## config.mk

```make
export PLATFORM = sky130hd
export DESIGN_NAME = pps_time_counter_with_serial_set_flat
export DESIGN_NICKNAME = d
export VERILOG_FILES = /design/src/hdl/ptc_pkg.sv /design/src/hdl/ptc_if.sv /design/src/hdl/ptc_frame_parser.sv /design/src/hdl/ptc_ns_scaler.sv /design/src/hdl/pps_time_counter_with_serial_set.sv /design/src/flat_wrapper.sv
export SDC_FILE = /design/constraint.sdc
export NUM_CORES = 2
export LEC_CHECK = 0
export BUFFER_PORTS_ARGS = -buffer_cell sky130_fd_sc_hd__buf_4
export CORE_ASPECT_RATIO = 1.5
export CORE_MARGIN = 5
export CORE_UTILIZATION = 29
export CTS_CLUSTER_DIAMETER = 60
export CTS_CLUSTER_SIZE = 28
export DETAILED_ROUTE_END_ITERATION = 8
export PLACE_DENSITY_LB_ADDON = 0.3
export SETUP_SLACK_MARGIN = 0.2
export SYNTH_ARGS = -nofsm -noshare
export SYNTH_HDL_FRONTEND = slang
export SYNTH_SLANG_ARGS = --single-unit
```

## constraint.sdc

```tcl
create_clock -name clk -period 23.3 [get_ports clk]
set_clock_uncertainty 0.15 [all_clocks]
set_input_delay 2.33 -clock clk [delete_from_list [all_inputs] [get_ports clk]]
set_output_delay 2.33 -clock clk [all_outputs]
set_load 0.01 [all_outputs]
```

## src/hdl/ptc_pkg.sv

```systemverilog
// Shared types and constants for the PPS time counter.
`default_nettype none

package ptc_pkg;

    // Request kinds carried by req_type
    localparam logic [1:0] REQ_BYTE = 2'd0;
    localparam logic [1:0] REQ_PPS  = 2'd1;
    localparam logic [1:0] REQ_TICK = 2'd2;

    // Frame state codes as shown on frame_state
    localparam logic [1:0] FS_IDLE    = 2'd0;
    localparam logic [1:0] FS_MARK1   = 2'd1;
    localparam logic [1:0] FS_COLLECT = 2'd2;
    localparam logic [1:0] FS_TIMEOK  = 2'd3;

    // Register indexes (byte address = 4 * index)
    localparam logic [1:0] REG_NS_PER_CYCLE  = 2'd0;
    localparam logic [1:0] REG_FIRST_MARKER  = 2'd1;
    localparam logic [1:0] REG_SECOND_MARKER = 2'd2;

    localparam int unsigned APB_ADDR_W = 4;

    // Register reset values (ns per cycle for 72000065 Hz, Q8.24)
    localparam logic [31:0] NS_PER_CYCLE_RST  = 32'd233016678;
    localparam logic [7:0]  FIRST_MARKER_RST  = 8'h16;
    localparam logic [7:0]  SECOND_MARKER_RST = 8'h03;

    // Time-of-day status travelling with one item down the pipe
    typedef struct packed {
        logic [31:0] seconds;
        logic        time_set;
        logic [1:0]  frame_state;
    } ptc_status_t;

endpackage : ptc_pkg

`default_nettype wire

```

## src/hdl/ptc_if.sv

```systemverilog
// Valid/ready channel interfaces for request and result items.
`default_nettype none

interface ptc_in_if;
    logic       valid;
    logic       ready;
    logic [1:0] req_type;
    logic [7:0] rx_byte;

    modport source (output valid, output req_type, output rx_byte, input ready);
    modport sink   (input valid, input req_type, input rx_byte, output ready);
endinterface : ptc_in_if

interface ptc_out_if;
    logic        valid;
    logic        ready;
    logic [31:0] seconds_out;
    logic [31:0] nanoseconds_out;
    logic        time_set;
    logic [1:0]  frame_state;

    modport source (output valid, output seconds_out, output nanoseconds_out,
                    output time_set, output frame_state, input ready);
    modport sink   (input valid, input seconds_out, input nanoseconds_out,
                    input time_set, input frame_state, output ready);
endinterface : ptc_out_if

`default_nettype wire

```

## src/hdl/ptc_frame_parser.sv

```systemverilog
// Frame parser and seconds/cycle counters; registers a status snapshot per item.
`default_nettype none

module ptc_frame_parser
    import ptc_pkg::*;
#(
    parameter int unsigned COUNTER_WIDTH = 32
) (
    input  wire logic                     clk,
    input  wire logic                     rst_n,
    input  wire logic                     in_valid,
    output logic                          in_ready,
    input  wire logic [1:0]               req_type,
    input  wire logic [7:0]               rx_byte,
    input  wire logic [7:0]               first_marker,
    input  wire logic [7:0]               second_marker,
    input  wire logic                     snap_take,
    output logic                          snap_valid,
    output ptc_status_t                   snap,
    output logic [COUNTER_WIDTH-1:0]      snap_cycles
);

    typedef enum logic [3:0] {
        PS_IDLE    = 4'b0001,
        PS_MARK1   = 4'b0010,
        PS_COLLECT = 4'b0100,
        PS_TIMEOK  = 4'b1000
    } parser_state_t;

    parser_state_t              state_reg,  state_next;
    logic [1:0]                 count_reg,  count_next;
    logic [3:0][7:0]            word_reg,   word_next;
    logic [31:0]                sec_reg,    sec_next;
    logic [COUNTER_WIDTH-1:0]   cyc_reg,    cyc_next;
    logic                       en_reg,     en_next;
    logic                       valid_reg;
    ptc_status_t                snap_reg,   snap_next;
    logic [COUNTER_WIDTH-1:0]   scyc_reg;
    logic                       advance;
    logic                       accept;
    logic [1:0]                 fs_code;

    // Stage moves on when empty or when the scaler takes it
    assign advance  = !valid_reg || snap_take;
    assign in_ready = advance;
    assign accept   = in_valid && advance;

    always_comb
    begin
        state_next = state_reg;
        count_next = count_reg;
        word_next  = word_reg;
        sec_next   = sec_reg;
        cyc_next   = cyc_reg;
        en_next    = en_reg;
        case (req_type)
            REQ_BYTE:
            begin
                case (state_reg)
                    PS_IDLE:
                    begin
                        if (rx_byte == first_marker)
                            state_next = PS_MARK1;
                    end
                    PS_MARK1:
                    begin
                        if (rx_byte == second_marker)
                        begin
                            state_next = PS_COLLECT;
                            count_next = 2'd0;
                        end
                        else
                            state_next = PS_IDLE;
                    end
                    PS_COLLECT:
                    begin
                        for (int i = 0; i < 4; i++)
                        begin
                            if (count_reg == 2'(i))
                                word_next[i] = rx_byte;
                        end
                        count_next = count_reg + 2'd1;
                        if (count_reg == 2'd3)
                        begin
                            sec_next   = word_next;
                            state_next = PS_TIMEOK;
                            if (!en_reg)
                            begin
                                en_next  = 1'b1;
                                cyc_next = '0;
                            end
                        end
                    end
                    default:
                    begin
                        if (rx_byte == first_marker)
                            state_next = PS_MARK1;
                    end
                endcase
            end
            REQ_PPS:
            begin
                if (en_reg)
                begin
                    sec_next = sec_reg + 32'd1;
                    cyc_next = '0;
                end
            end
            REQ_TICK:
            begin
                if (en_reg)
                    cyc_next = cyc_reg + COUNTER_WIDTH'(1);
            end
            default:
            begin
                // unused request kind: no change
            end
        endcase
    end

    always_comb
    begin
        case (state_next)
            PS_IDLE:    fs_code = FS_IDLE;
            PS_MARK1:   fs_code = FS_MARK1;
            PS_COLLECT: fs_code = FS_COLLECT;
            PS_TIMEOK:  fs_code = FS_TIMEOK;
            default:    fs_code = FS_IDLE;
        endcase
        snap_next.seconds     = sec_next;
        snap_next.time_set    = en_next;
        snap_next.frame_state = fs_code;
    end

    always_ff @(posedge clk or negedge rst_n)
    begin
        if (!rst_n)
        begin
            state_reg <= PS_IDLE;
            count_reg <= 2'd0;
            sec_reg   <= '0;
            cyc_reg   <= '0;
            en_reg    <= 1'b0;
            valid_reg <= 1'b0;
        end
        else
        begin
            if (accept)
            begin
                state_reg <= state_next;
                count_reg <= count_next;
                sec_reg   <= sec_next;
                cyc_reg   <= cyc_next;
                en_reg    <= en_next;
            end
            if (advance)
                valid_reg <= in_valid;
        end
    end

    // Payload: assembly word and snapshot need no reset
    always_ff @(posedge clk)
    begin
        if (accept)
        begin
            word_reg <= word_next;
            snap_reg <= snap_next;
            scyc_reg <= cyc_next;
        end
    end

    assign snap_valid  = valid_reg;
    assign snap        = snap_reg;
    assign snap_cycles = scyc_reg;

endmodule : ptc_frame_parser

`default_nettype wire

```

## src/hdl/ptc_ns_scaler.sv

```systemverilog
// Cycle-to-nanosecond scaling (multiply stage, saturate into output register).
`default_nettype none

module ptc_ns_scaler
    import ptc_pkg::*;
#(
    parameter int unsigned COUNTER_WIDTH = 32
) (
    input  wire logic                     clk,
    input  wire logic                     rst_n,
    input  wire logic                     snap_valid,
    output logic                          snap_take,
    input  wire ptc_status_t              snap,
    input  wire logic [COUNTER_WIDTH-1:0] snap_cycles,
    input  wire logic [31:0]              ns_per_cycle,
    output logic                          out_valid,
    input  wire logic                     out_ready,
    output ptc_status_t                   out_status,
    output logic [31:0]                   out_ns
);

    logic [63:0]  cyc_ext;
    logic         mul_valid_reg;
    logic [63:0]  hi_reg, lo_reg;
    ptc_status_t  mul_status_reg;
    logic         res_valid_reg;
    ptc_status_t  res_status_reg;
    logic [31:0]  res_ns_reg, res_ns_next;
    logic [40:0]  sum;
    logic         sat;
    logic         mul_adv, res_adv;

    assign res_adv   = !res_valid_reg || out_ready;
    assign mul_adv   = !mul_valid_reg || res_adv;
    assign snap_take = mul_adv;

    assign cyc_ext = 64'(snap_cycles);

    // (hi * 2^32 + lo) >> 24, saturated to 32 bits
    always_comb
    begin
        sum         = {9'd0, hi_reg[23:0], 8'd0} + {1'b0, lo_reg[63:24]};
        sat         = (|hi_reg[63:24]) || (|sum[40:32]);
        res_ns_next = sat ? 32'hFFFF_FFFF : sum[31:0];
    end

    always_ff @(posedge clk or negedge rst_n)
    begin
        if (!rst_n)
        begin
            mul_valid_reg <= 1'b0;
            res_valid_reg <= 1'b0;
        end
        else
        begin
            if (mul_adv)
                mul_valid_reg <= snap_valid;
            if (res_adv)
                res_valid_reg <= mul_valid_reg;
        end
    end

    always_ff @(posedge clk)
    begin
        if (mul_adv && snap_valid)
        begin
            hi_reg         <= 64'(cyc_ext[63:32]) * 64'(ns_per_cycle);
            lo_reg         <= 64'(cyc_ext[31:0]) * 64'(ns_per_cycle);
            mul_status_reg <= snap;
        end
        if (res_adv && mul_valid_reg)
        begin
            res_ns_reg     <= res_ns_next;
            res_status_reg <= mul_status_reg;
        end
    end

    assign out_valid  = res_valid_reg;
    assign out_status = res_status_reg;
    assign out_ns     = res_ns_reg;

endmodule : ptc_ns_scaler

`default_nettype wire

```

## src/hdl/pps_time_counter_with_serial_set.sv

```systemverilog
// Top level: PPS-disciplined time-of-day counter with serial time set.
//
//  Channel   Direction  Handshake       Payload
//  in_ch     sink       valid / ready   req_type[1:0], rx_byte[7:0]
//  out_ch    source     valid / ready   seconds_out, nanoseconds_out, time_set, frame_state
//  APB       slave      psel / penable  paddr[3:0], pwdata[31:0], prdata[31:0]
//
// One item accepted per cycle unless out_ch stalls; each result is offered from stage 3.
// Counter state is updated in the cycle the item is taken, then the cycle
// count is scaled by two 32x32 multipliers and saturated in the next two stages.
// Reset (rst_n low) clears parser, counters and all pipe valid flags.
// A stall on out_ch holds the output register and back-pressures stage by
// stage; bubbles are squeezed out, so in_ch stays ready while the pipe has room.
//
// Registers: 0x0 ns_per_cycle (Q8.24), 0x4 first_marker, 0x8 second_marker.
`default_nettype none

module pps_time_counter_with_serial_set
    import ptc_pkg::*;
#(
    parameter int unsigned COUNTER_WIDTH = 32
) (
    input  wire logic                  clk,
    input  wire logic                  rst_n,
    ptc_in_if.sink                     in_ch,
    ptc_out_if.source                  out_ch,
    input  wire logic                  psel,
    input  wire logic                  penable,
    input  wire logic                  pwrite,
    input  wire logic [APB_ADDR_W-1:0] paddr,
    input  wire logic [31:0]           pwdata,
    output logic [31:0]                prdata,
    output logic                       pready
);

    logic [31:0]              ns_per_cycle_reg;
    logic [7:0]               first_marker_reg;
    logic [7:0]               second_marker_reg;
    logic                     cfg_write;
    logic [1:0]               cfg_index;

    logic                     snap_valid;
    logic                     snap_take;
    ptc_status_t              snap;
    logic [COUNTER_WIDTH-1:0] snap_cycles;
    ptc_status_t              out_status;

    // ---- configuration port: no wait states ----
    assign pready    = 1'b1;
    assign cfg_index = paddr[3:2];
    assign cfg_write = psel && penable && pwrite && pready;

    always_ff @(posedge clk or negedge rst_n)
    begin
        if (!rst_n)
        begin
            ns_per_cycle_reg  <= NS_PER_CYCLE_RST;
            first_marker_reg  <= FIRST_MARKER_RST;
            second_marker_reg <= SECOND_MARKER_RST;
        end
        else if (cfg_write)
        begin
            case (cfg_index)
                REG_NS_PER_CYCLE:  ns_per_cycle_reg  <= pwdata;
                REG_FIRST_MARKER:  first_marker_reg  <= pwdata[7:0];
                REG_SECOND_MARKER: second_marker_reg <= pwdata[7:0];
                default:
                begin
                    // unmapped address: write dropped
                end
            endcase
        end
    end

    always_comb
    begin
        case (cfg_index)
            REG_NS_PER_CYCLE:  prdata = ns_per_cycle_reg;
            REG_FIRST_MARKER:  prdata = {24'd0, first_marker_reg};
            REG_SECOND_MARKER: prdata = {24'd0, second_marker_reg};
            default:           prdata = 32'd0;
        endcase
    end

    // ---- stage 1: frame parser and counters ----
    ptc_frame_parser #(
        .COUNTER_WIDTH (COUNTER_WIDTH)
    ) u_parser (
        .clk           (clk),
        .rst_n         (rst_n),
        .in_valid      (in_ch.valid),
        .in_ready      (in_ch.ready),
        .req_type      (in_ch.req_type),
        .rx_byte       (in_ch.rx_byte),
        .first_marker  (first_marker_reg),
        .second_marker (second_marker_reg),
        .snap_take     (snap_take),
        .snap_valid    (snap_valid),
        .snap          (snap),
        .snap_cycles   (snap_cycles)
    );

    // ---- stages 2-3: ns scaling and output register ----
    ptc_ns_scaler #(
        .COUNTER_WIDTH (COUNTER_WIDTH)
    ) u_scaler (
        .clk          (clk),
        .rst_n        (rst_n),
        .snap_valid   (snap_valid),
        .snap_take    (snap_take),
        .snap         (snap),
        .snap_cycles  (snap_cycles),
        .ns_per_cycle (ns_per_cycle_reg),
        .out_valid    (out_ch.valid),
        .out_ready    (out_ch.ready),
        .out_status   (out_status),
        .out_ns       (out_ch.nanoseconds_out)
    );

    assign out_ch.seconds_out = out_status.seconds;
    assign out_ch.time_set    = out_status.time_set;
    assign out_ch.frame_state = out_status.frame_state;

endmodule : pps_time_counter_with_serial_set

`default_nettype wire

```

## src/flat_wrapper.sv

```systemverilog
// flat-port wrapper written by rule: the top's interface ports become plain ports
module pps_time_counter_with_serial_set_flat import ptc_pkg::*;
#(
    parameter int unsigned COUNTER_WIDTH = 32
)
  (clk, rst_n, psel, penable, pwrite, paddr, pwdata, prdata, pready, in_ch_valid, in_ch_req_type, in_ch_rx_byte, in_ch_ready, out_ch_valid, out_ch_seconds_out, out_ch_nanoseconds_out, out_ch_time_set, out_ch_frame_state, out_ch_ready);
  ptc_in_if in_ch_i ();
  ptc_out_if out_ch_i ();
  input  wire logic clk;
  input  wire logic rst_n;
  input  wire logic psel;
  input  wire logic penable;
  input  wire logic pwrite;
  input  wire logic [APB_ADDR_W-1:0] paddr;
  input  wire logic [31:0] pwdata;
  output logic [31:0] prdata;
  output logic pready;
  input wire logic [$bits(in_ch_i.valid)-1:0] in_ch_valid;
  input wire logic [$bits(in_ch_i.req_type)-1:0] in_ch_req_type;
  input wire logic [$bits(in_ch_i.rx_byte)-1:0] in_ch_rx_byte;
  output wire logic [$bits(in_ch_i.ready)-1:0] in_ch_ready;
  output wire logic [$bits(out_ch_i.valid)-1:0] out_ch_valid;
  output wire logic [$bits(out_ch_i.seconds_out)-1:0] out_ch_seconds_out;
  output wire logic [$bits(out_ch_i.nanoseconds_out)-1:0] out_ch_nanoseconds_out;
  output wire logic [$bits(out_ch_i.time_set)-1:0] out_ch_time_set;
  output wire logic [$bits(out_ch_i.frame_state)-1:0] out_ch_frame_state;
  input wire logic [$bits(out_ch_i.ready)-1:0] out_ch_ready;
  assign in_ch_i.valid = in_ch_valid;
  assign in_ch_i.req_type = in_ch_req_type;
  assign in_ch_i.rx_byte = in_ch_rx_byte;
  assign in_ch_ready = in_ch_i.ready;
  assign out_ch_valid = out_ch_i.valid;
  assign out_ch_seconds_out = out_ch_i.seconds_out;
  assign out_ch_nanoseconds_out = out_ch_i.nanoseconds_out;
  assign out_ch_time_set = out_ch_i.time_set;
  assign out_ch_frame_state = out_ch_i.frame_state;
  assign out_ch_i.ready = out_ch_ready;
  pps_time_counter_with_serial_set #(.COUNTER_WIDTH(COUNTER_WIDTH)) u_core (.clk(clk), .rst_n(rst_n), .in_ch(in_ch_i), .out_ch(out_ch_i), .psel(psel), .penable(penable), .pwrite(pwrite), .paddr(paddr), .pwdata(pwdata), .prdata(prdata), .pready(pready));
endmodule
```

==> results.md <==
- Status: completed
- Total clock sinks: ~360
- Vias per inst: 4.78
- Share of cells above drive strength 1: 0.0872
- GRT overflow: 0
- CTS Buffer Depth: 3
- Crit start category: flip-flop
- Sequential area share after synthesis: 0.208
- Register clock-pin slew on the reported worst setup and hold paths: approximately 0.11 ns
- # hold bufs at CTS: 0
- CTS tree: done
- Largest delay share family, worst path: adder cells
- Total number of H-tree levels: 1
- Chip width: approximately 340 µm
- Average size of a mapped cell: 9.85 µm²
- Initial core utilization: 0.292
- RD Place Congestion: a little under 0.9
- DR DRC count: 0
- Synthesized area: 48400 µm²
- Clk Tree Root Cell: clkbuf_16
- CP required: 23.49 ns
- Setup TNS: 0 ns
- Max_slew headroom: 0.214
- GRT Resource Usage Total: 0.165
- Mapped Cells: 4917
- Slowest-stage cell, CP: edfxtp_1
- Worst-Skew Late Latency: between 0.6 and 0.7 ns
- Largest net degree at the start of global routing: 75
- Largest area contributor in the netlist: fa_1
- Critical path class: flip-flop to flip-flop
- Tightest Pin Transition: 1.18 ns
- P&R area growth vs syn: 8.81%
- Synth top area cells: fa_1, edfxtp_1, and2_1, ha_1, inv_1
- Final slew viol count: 0
- Number of synthesized flops with an enable pin: 233
- CP dominant cell by count: fa_1
- HP Class: flip-flop to flip-flop
- Die Y: 510 µm
- First-pass GRT wire length: 223000 µm
- Synth top cells by count: fa_1, inv_1, nand2_1, and2_1, clkbuf_1
- Final setup vio count: 0
- Max-cap violations: 0
- Final net count: about 6100
- Post-DRT Antenna Nets: 0
- DR vias: approximately 34000
- Top-count cell post-synth: fa_1
- Max stage delay on crit path: 0.85 ns
- Critical path arrival: 9.88 ns
- I/O pins: 155
- DP Wirelength: between 100000 and 150000 µm
- DRT iter0 DRCs: between 1500 and 2000
- Crit path time final: ~9.7 ns
- Distinct cells, synth: 75
- Cts repair resizes: 0
- Flops & latches, synth: 355
- Max reg flops: 40
- Vias in the first global route: 37300
- Crit path cell chain: buf_4 -> and2_1 -> fa_1 -> fa_1 -> inv_1 -> fa_1 -> fa_1 -> inv_1 -> fa_1 -> fa_1 -> fa_1 -> fa_1 -> ha_1 -> nand3_1 -> nor4_1 -> nand3_1 -> a31oi_1 -> o21ai_0 -> a21oi_1 -> mux2i_1 -> o2111ai_1
- Top cell type's share of synthesized area: 0.370
- RSZ-0062 raised after global routing: false
- Count of final hold-check violations: 0
- Final period utilization: 0.416
- Initial antenna violation count: 7
- Async S/R FF share, synth: 0.344
- Port buffer count: 151
- Setup bufs post-CTS: 0
- Cell Rows: around 180
- Routed WL: between 100000 and 150000 µm
- Synthesized Nets: roughly 6100
- WP buf/inv: 3
- Worst Setup End Kind: flip-flop
- Primary FF master, synth: edfxtp_1
- Per-cell routed wire length: 20.3 µm
- Yosys warning count: 0
- Core area: 166000 µm²
- Die area: 175000 µm²
- Cts bufs inserted: 23
- Pre-Repair DR Iteration Count: 6
- Worst-path fanout max: 23
- FMAX: between 100 and 150 MHz
cells by family (layout without fill, tap and decap cells):
family / count (synthesis) / after routing / share of synthesized area
buf+inv: 1184 / 1164 / 0.0922
simple gates: 1648 / 1648 / 0.174
xor+xnor: 61 / 61 / 0.0110
flops: 355 / 355 / 0.208
other cells: 1 / 3 / 0.0000775
fa+ha+maj: 1163 / 1163 / 0.439
mux: 93 / 93 / 0.0213
compound gates: 412 / 412 / 0.0537
routing by layer:
layer  track usage  part of all wire
met2         0.317              0.55
met5             0          0.000090
met4        0.0632             0.042
met3        0.0177             0.041
met1         0.187              0.37
placed cells by master (no fill, tap or decap), drive strengths merged, types with 8 or more instances in the layout:
| master | n |
|---|---|
| ha | 268 |
| nand2 | 679 |
| nor3 | 35 |
| edfxtp | 233 |
| buf | 230 |
| nor4 | 14 |
| o21a | 17 |
| nor2 | 83 |
| and2 | 639 |
| fa | 895 |
| or3 | 8 |
| xor2 | 23 |
| a21oi | 113 |
| mux2i | 14 |
| a21o | 36 |
| mux2 | 79 |
| and4 | 10 |
| clkinv | 10 |
| clkbuf | 28 |
| a22o | 9 |
| o22a | 24 |
| inv | 896 |
| o21ai | 108 |
| nor2b | 9 |
| xnor2 | 38 |
| dfstp | 22 |
| o31ai | 14 |
| nand2b | 9 |
| dfrtp | 100 |
| nand3 | 53 |
| or2 | 34 |
| a31oi | 28 |
| nand4 | 35 |
| and3 | 22 |
per-stage QoR:
stage | setup slack (ns) | cell area, µm² | hold WS [ns] | cells | util
after global routing | 13.39 | 52700 | 0.281 | 7118 | 0.317
after CTS | 13.62 | 52700 | 0.274 | 7117 | 0.317
final | 13.60 | 52700 | 0.275 | 7119 | 0.317
after floorplan | 15.91 | 48400 | 0.250 | 4917 | -
after detailed placement | 13.72 | 51800 | 0.255 | 7075 | 0.312
after global placement | 13.76 | 51800 | 0.254 | 7075 | 0.312
final cells by class:
type	count	area [µm²]
diodes	2	5.00
well taps	2220	2780
fillers	17300	113000
clock inverters	14	196
multi-input cells	3378	33900
inverters	892	3350
repair buffers	230	1730
flip-flops and latches	355	10100
clock buffers	28	637
final timing paths:
kind | from | endpoint | slack, ns | depth (start not counted)
max | u_core.u_parser.snap_cycles[13] | u_core.u_scaler.lo_reg[60] | 13.60 | 21
min | u_core.u_parser.snap[1] | u_core.u_scaler.mul_status_reg[1] | 0.27 | 0
max reg2reg | u_core.u_parser.snap_cycles[13] | u_core.u_scaler.lo_reg[60] | 13.60 | 21
min reg2reg | u_core.u_parser.snap[1] | u_core.u_scaler.mul_status_reg[1] | 0.27 | 0
max in group asynchronous | rst_n | u_core.ns_per_cycle_reg[28] | 20.06 | 2
min in group asynchronous | rst_n | u_core.u_parser.sec_reg[11] | 1.55 | 1
Power is left out: the tool's default activity adds up to more than one toggle a clock period on the data nets, which glitch-free logic cannot reach.
